## src/hw/rtl/triangle_sign_localizer_defines.svh

```systemverilog
// Assertion helpers used by the localizer top-level RTL.
// Both macros expect signals named clk and rst_n in the scope that uses them.
`ifndef TRIANGLE_SIGN_LOCALIZER_DEFINES_SVH
`define TRIANGLE_SIGN_LOCALIZER_DEFINES_SVH

// Consequent must hold in the same cycle as the antecedent.
`define TSL_ASSERT_IMPL(lbl, ante, cons, msg) \
    lbl: assert property (@(posedge clk) disable iff (!rst_n) (ante) |-> (cons)) \
        else $error(msg);

// Consequent must hold in the cycle after the antecedent.
`define TSL_ASSERT_NEXT(lbl, ante, cons, msg) \
    lbl: assert property (@(posedge clk) disable iff (!rst_n) (ante) |=> (cons)) \
        else $error(msg);

`endif

```

## src/hw/rtl/tsl_isqrt.sv

```systemverilog
// Pipelined integer square root (floor), SPS result bits per stage.
module tsl_isqrt #(
    parameter int W   = 26,
    parameter int SPS = 2,
    parameter int SBW = 1
) (
    input  logic             clk,
    input  logic             rst_n,
    input  logic             en,
    input  logic             in_valid,
    input  logic [W-1:0]     in_value,
    input  logic [SBW-1:0]   in_side,
    output logic             out_valid,
    output logic [W/2-1:0]   out_root,
    output logic [SBW-1:0]   out_side
);

    localparam int STEPS = W / 2;
    localparam int NST   = (STEPS + SPS - 1) / SPS;
    localparam int RW    = W / 2 + 3;

    logic [W-1:0]     val_cur   [NST+1];
    logic [RW-1:0]    rem_cur   [NST+1];
    logic [W/2-1:0]   root_cur  [NST+1];
    logic [SBW-1:0]   side_cur  [NST+1];
    logic             valid_cur [NST+1];

    logic [W-1:0]     val_next  [NST];
    logic [RW-1:0]    rem_next  [NST];
    logic [W/2-1:0]   root_next [NST];

    logic [W-1:0]     val_reg   [NST];
    logic [RW-1:0]    rem_reg   [NST];
    logic [W/2-1:0]   root_reg  [NST];
    logic [SBW-1:0]   side_reg  [NST];
    logic             valid_reg [NST];

    assign val_cur[0]   = in_value;
    assign rem_cur[0]   = '0;
    assign root_cur[0]  = '0;
    assign side_cur[0]  = in_side;
    assign valid_cur[0] = in_valid;

    for (genvar s = 0; s < NST; s++) begin : g_stage
        always_comb
        begin
            logic [W-1:0]   v;
            logic [RW-1:0]  r;
            logic [RW-1:0]  r2;
            logic [RW-1:0]  trial;
            logic [W/2-1:0] q;
            v = val_cur[s];
            r = rem_cur[s];
            q = root_cur[s];
            for (int k = 0; k < SPS; k++)
            begin
                if (s * SPS + k < STEPS)
                begin
                    r2    = {r[RW-3:0], v[W-1:W-2]};
                    trial = RW'({q, 2'b01});
                    if (r2 >= trial)
                    begin
                        r = r2 - trial;
                        q = {q[W/2-2:0], 1'b1};
                    end
                    else
                    begin
                        r = r2;
                        q = {q[W/2-2:0], 1'b0};
                    end
                    v = {v[W-3:0], 2'b00};
                end
            end
            val_next[s]  = v;
            rem_next[s]  = r;
            root_next[s] = q;
        end

        always_ff @(posedge clk or negedge rst_n)
        begin
            if (!rst_n)
                valid_reg[s] <= 1'b0;
            else if (en)
                valid_reg[s] <= valid_cur[s];
        end

        always_ff @(posedge clk)
        begin
            if (en)
            begin
                val_reg[s]  <= val_next[s];
                rem_reg[s]  <= rem_next[s];
                root_reg[s] <= root_next[s];
                side_reg[s] <= side_cur[s];
            end
        end

        assign val_cur[s+1]   = val_reg[s];
        assign rem_cur[s+1]   = rem_reg[s];
        assign root_cur[s+1]  = root_reg[s];
        assign side_cur[s+1]  = side_reg[s];
        assign valid_cur[s+1] = valid_reg[s];
    end

    assign out_valid = valid_cur[NST];
    assign out_root  = root_cur[NST];
    assign out_side  = side_cur[NST];

endmodule

```

## config.mk

```make
export PLATFORM = sky130hd
export DESIGN_NAME = tsl_isqrt
export DESIGN_NICKNAME = d
export VERILOG_FILES = /design/src/hw/rtl/triangle_sign_localizer_defines.svh /design/src/hw/rtl/tsl_isqrt.sv
export SDC_FILE = /design/constraint.sdc
export NUM_CORES = 1
export LEC_CHECK = 0
export ABC_AREA = 1
export BUFFER_PORTS_ARGS = -buffer_cell sky130_fd_sc_hd__buf_2
export CORE_UTILIZATION = 55
export DETAILED_ROUTE_END_ITERATION = 10
export GPL_ROUTABILITY_DRIVEN = 1
export GPL_TIMING_DRIVEN = 0
export PLACE_DENSITY_LB_ADDON = 0.3
export SYNTH_ARGS = -nofsm -noshare
export SYNTH_HDL_FRONTEND = slang
export SYNTH_SLANG_ARGS = --single-unit
```

## constraint.sdc

```tcl
create_clock -name clk -period 4.3 [get_ports clk]
set_input_delay 0.86 -clock clk [delete_from_list [all_inputs] [get_ports clk]]
set_output_delay 0.86 -clock clk [all_outputs]
set_load 0.02 [all_outputs]
```

==> results.yml <==
status:
  status: "finished clean"
global_routing:
  overflow: 0
  grt_antenna_before_repair: 0
  grt_max_degree: 125
  grt_pass1_vias: 10400
  grt_usage_pct: 24.0
  grt_pass1_wl_um: 50600
yosys:
  synth_fa_ha_area_share_pct: 8.77
  synth_cells: 1683
  syn_area_per_cell_um2: 8.47
  synth-simple-area-share_pct: 26.1
  synth_top_family_by_area: "simple AND/OR/NAND/NOR gates"
  synth_top_cell_area_share_pct: 44.8
  yosys_register_bits: 220
  synth-xor-area-share_pct: 3.49
  ys.warnings.count: 0
  synth.cell_area_um2: 14300
  synth_area_leaders: "edfxtp_1, nand2_1, ha_1"
  synth_compound_area_share_pct: 8.24
  yosysSeqAreaShare_pct: 46.1
  syn_nets: 1814
  synthDistinctLibCells: 54
  synth_top_area_cell: "edfxtp_1"
  muxShareOfSynthArea_pct: 0.0790
cells_and_area:
  area_growth_pct: 10.7
  layout_commonest_cell: "nand2_1"
  nNetsFinal: 1888
  layout-drive-gt1-share_pct: 10.3
  largest_reg_flops: 79
  fin_util_pct: 62.4
  instances_no_fill: 2105
  final_cell_mix: "nand2_1, inv_1, edfxtp_1"
  fillers: 2160
  seq_area_um2: 6570
  antenna_cells: 0
  multi_input_area_um2: 6680
clock_tree:
  cts_root_buffer: "clkbuf_16"
  numCtsBuffers: 24
  cts_buffer_depth: 3
  cts_tree: "yes"
  clock_latency_ns: 0.54
  clkSinkCount: 220
  clk_pin_slew_ns: 0.06
  cts_htree_levels: 1
sta:
  drv_slew: 0
  hold_viol_final: 0
  tightest_slew_ns: 0.730
  period_minus_slack_ns: 4.01
  worst_slew_margin_rel_pct: 51.4
  setup_viol: 0
  period_share_pct: 93.3
  rsz0062_at_grt: "false"
  finClkSkew_ns: 0.0155
  fin_ws_ns: 0.290
  max_clock_freq_ghz: 0.249
route:
  first_pass_iters: 5
  remaining_drc_errors: 0
  drt_wl_total_um: 31300
  drtIter0Drc: 881
  vias: 11400
  vias_per_cell: 5.39
  wl_per_cell_um: 14.9
  drtAntennaViolNets: 0
floorplan:
  initial_core_util_pct: 56.3
  coreArea_um2: 25300
  die-area_um2: 26600
  ios: 46
  die_h_um: 163
  rows: 58
  chipWidth_um: 163
pwr:
  comb_power_share_pct: 37.8
  power_switching_mw: 3.10
  seqPwrFrac_pct: 36.2
  ir_worst_vdd_uv: 379
  intPower_mw: 5.09
  clkPwrFrac_pct: 26.0
  p_sw_share_pct: 37.8
  p_leak_nw: 7.34
  power.density_nw_per_um2: 519
place:
  io_buffers: 45
  dp_slack_ns: 0.176
  dp_hpwl_um: 24200
  gp_congestion: 0.969
  placedCellCount: 2059
setup_path:
  cp.arrival_ns: 4.30
  crit_family: "simple AND/OR/NAND/NOR gates"
  cp_max_fo: 10
  cp-end-kind: "register"
  rr_endpoint: "rem_reg[5][12]$_DFFE_PP_"
  slowest_stage: "edfxtp_1"
  required_ns: 4.59
  worst-path-buf-inv: 6
  critPathMaxStageDelay_ns: 0.45
  startpoint_type: "register"
  r2r_slack_ns: 0.29
  worstSetupPathType: "reg2reg"
  r2r_cells: 20
  path_cells: "inv_1 > ha_1 > a21oi_1 > nor2b_2 > nor2_1 > nor2_2 > nand2_2 > buf_2 > or2_2 > nand2_1 > inv_1 > ha_1 > inv_1 > o31ai_1 > nand4_1 > nand2_1 > inv_2 > buf_2 > nand3_1 > nand2_1"
  r2r_start: "root_reg[4][1]$_DFFE_PP_"
job:
  drv_cap: 0
worst_hold_path:
  hold_path_class: "in2async"
==> cells in the mapped netlist, drive strengths merged <==
library cell,instances
a21o,4
mux2,1
a31oi,6
conb,1
nand3,153
nor2b,2
a21boi,3
dfrtp,7
nor3,23
and3,1
a21oi,94
nor3b,1
nand3b,12
buf,14
nor2,141
o22ai,1
o21ai,83
and2,6
inv,237
a221oi,1
o211ai,4
ha,100
xnor2,15
clkbuf,4
o2111ai,2
or2,5
a31o,1
edfxtp,213
o21a,5
o21bai,3
nand2,473
xor2,41
nand4,25
o31ai,1
==> repair_timing <==
action | in CTS | in global routing
endpoints found under the setup margin | 0 | 25
hold buffers | 0 | 0
buffers inserted | 0 | 2
resized for setup | 0 | 8
==> area by class of cell <==
cell class,instances,share of cell area (%)
Tap cell,330,2.61
Sequential cell,220,41.6
Clock buffer,26,3.91
Clock inverter,18,1.32
Multi-Input combinational cell,1208,42.3
Inverter,237,5.63
Buffer,18,0.879
Timing Repair Buffer,48,1.76
==> kinds of logic after synthesis <==
family / count (synthesis)
AO/OA/AOI/OAI: 208
XOR/XNOR: 56
adder cells (fa/ha/maj): 100
buffers and inverters: 255
flip-flops: 220
multiplexers: 1
other: 1
AND/OR/NAND/NOR: 842
==> power groups by stage <==
stage | sequential [mW] | clock [mW] | combinational (mW)
after detailed placement | 3.01 | 0 | 3.01
after floorplan | 2.96 | 0 | 2.27
final | 2.97 | 2.13 | 3.10
after global routing | 3.00 | 2.25 | 3.50
after CTS | 2.97 | 2.18 | 3.03
after global placement | 3.01 | 0 | 2.96
==> metrics by stage <==
step                      setup TNS, ns  instance area [um^2]  hold slack, ns  total power [mW]
final                                 0                 15800           0.147              8.19
after global placement           -75.98                 14900           0.400              5.97
after CTS                             0                 15800           0.129              8.18
after global routing                  0                 15800           0.140              8.76
after floorplan                       0                 14300           0.400              5.23
after detailed placement              0                 14900           0.405              6.02
==> how the worst max path moves through the flow <==
| stage | from | to | slack, ns | depth (start not counted) |
|---|---|---|---|---|
| after global routing | root_reg[4][1]$_DFFE_PP_ | rem_reg[5][6]$_DFFE_PP_ | 0.0006 | 22 |
| after CTS | root_reg[4][1]$_DFFE_PP_ | rem_reg[5][4]$_DFFE_PP_ | 0.16 | 21 |
| after detailed placement | root_reg[4][1]$_DFFE_PP_ | rem_reg[5][6]$_DFFE_PP_ | 0.18 | 21 |
| final | root_reg[4][1]$_DFFE_PP_ | rem_reg[5][12]$_DFFE_PP_ | 0.29 | 20 |
| after floorplan | rem_reg[4][0]$_DFFE_PP_ | rem_reg[5][3]$_DFFE_PP_ | 1.02 | 20 |
| after global placement | en | valid_cur[6]$_DFFE_PN0P_ | -0.50 | 3 |
==> metal layers <==
| layer | track usage (%) | wire, um |
|---|---|---|
| met1 | 34.4 | 14600 |
| met2 | 38.8 | 14200 |
| met3 | 2.62 | 1940 |
| met4 | 6.24 | 616 |
| met5 | 0 | 0 |
No activity file was read; power rests on OpenSTA's default activity.
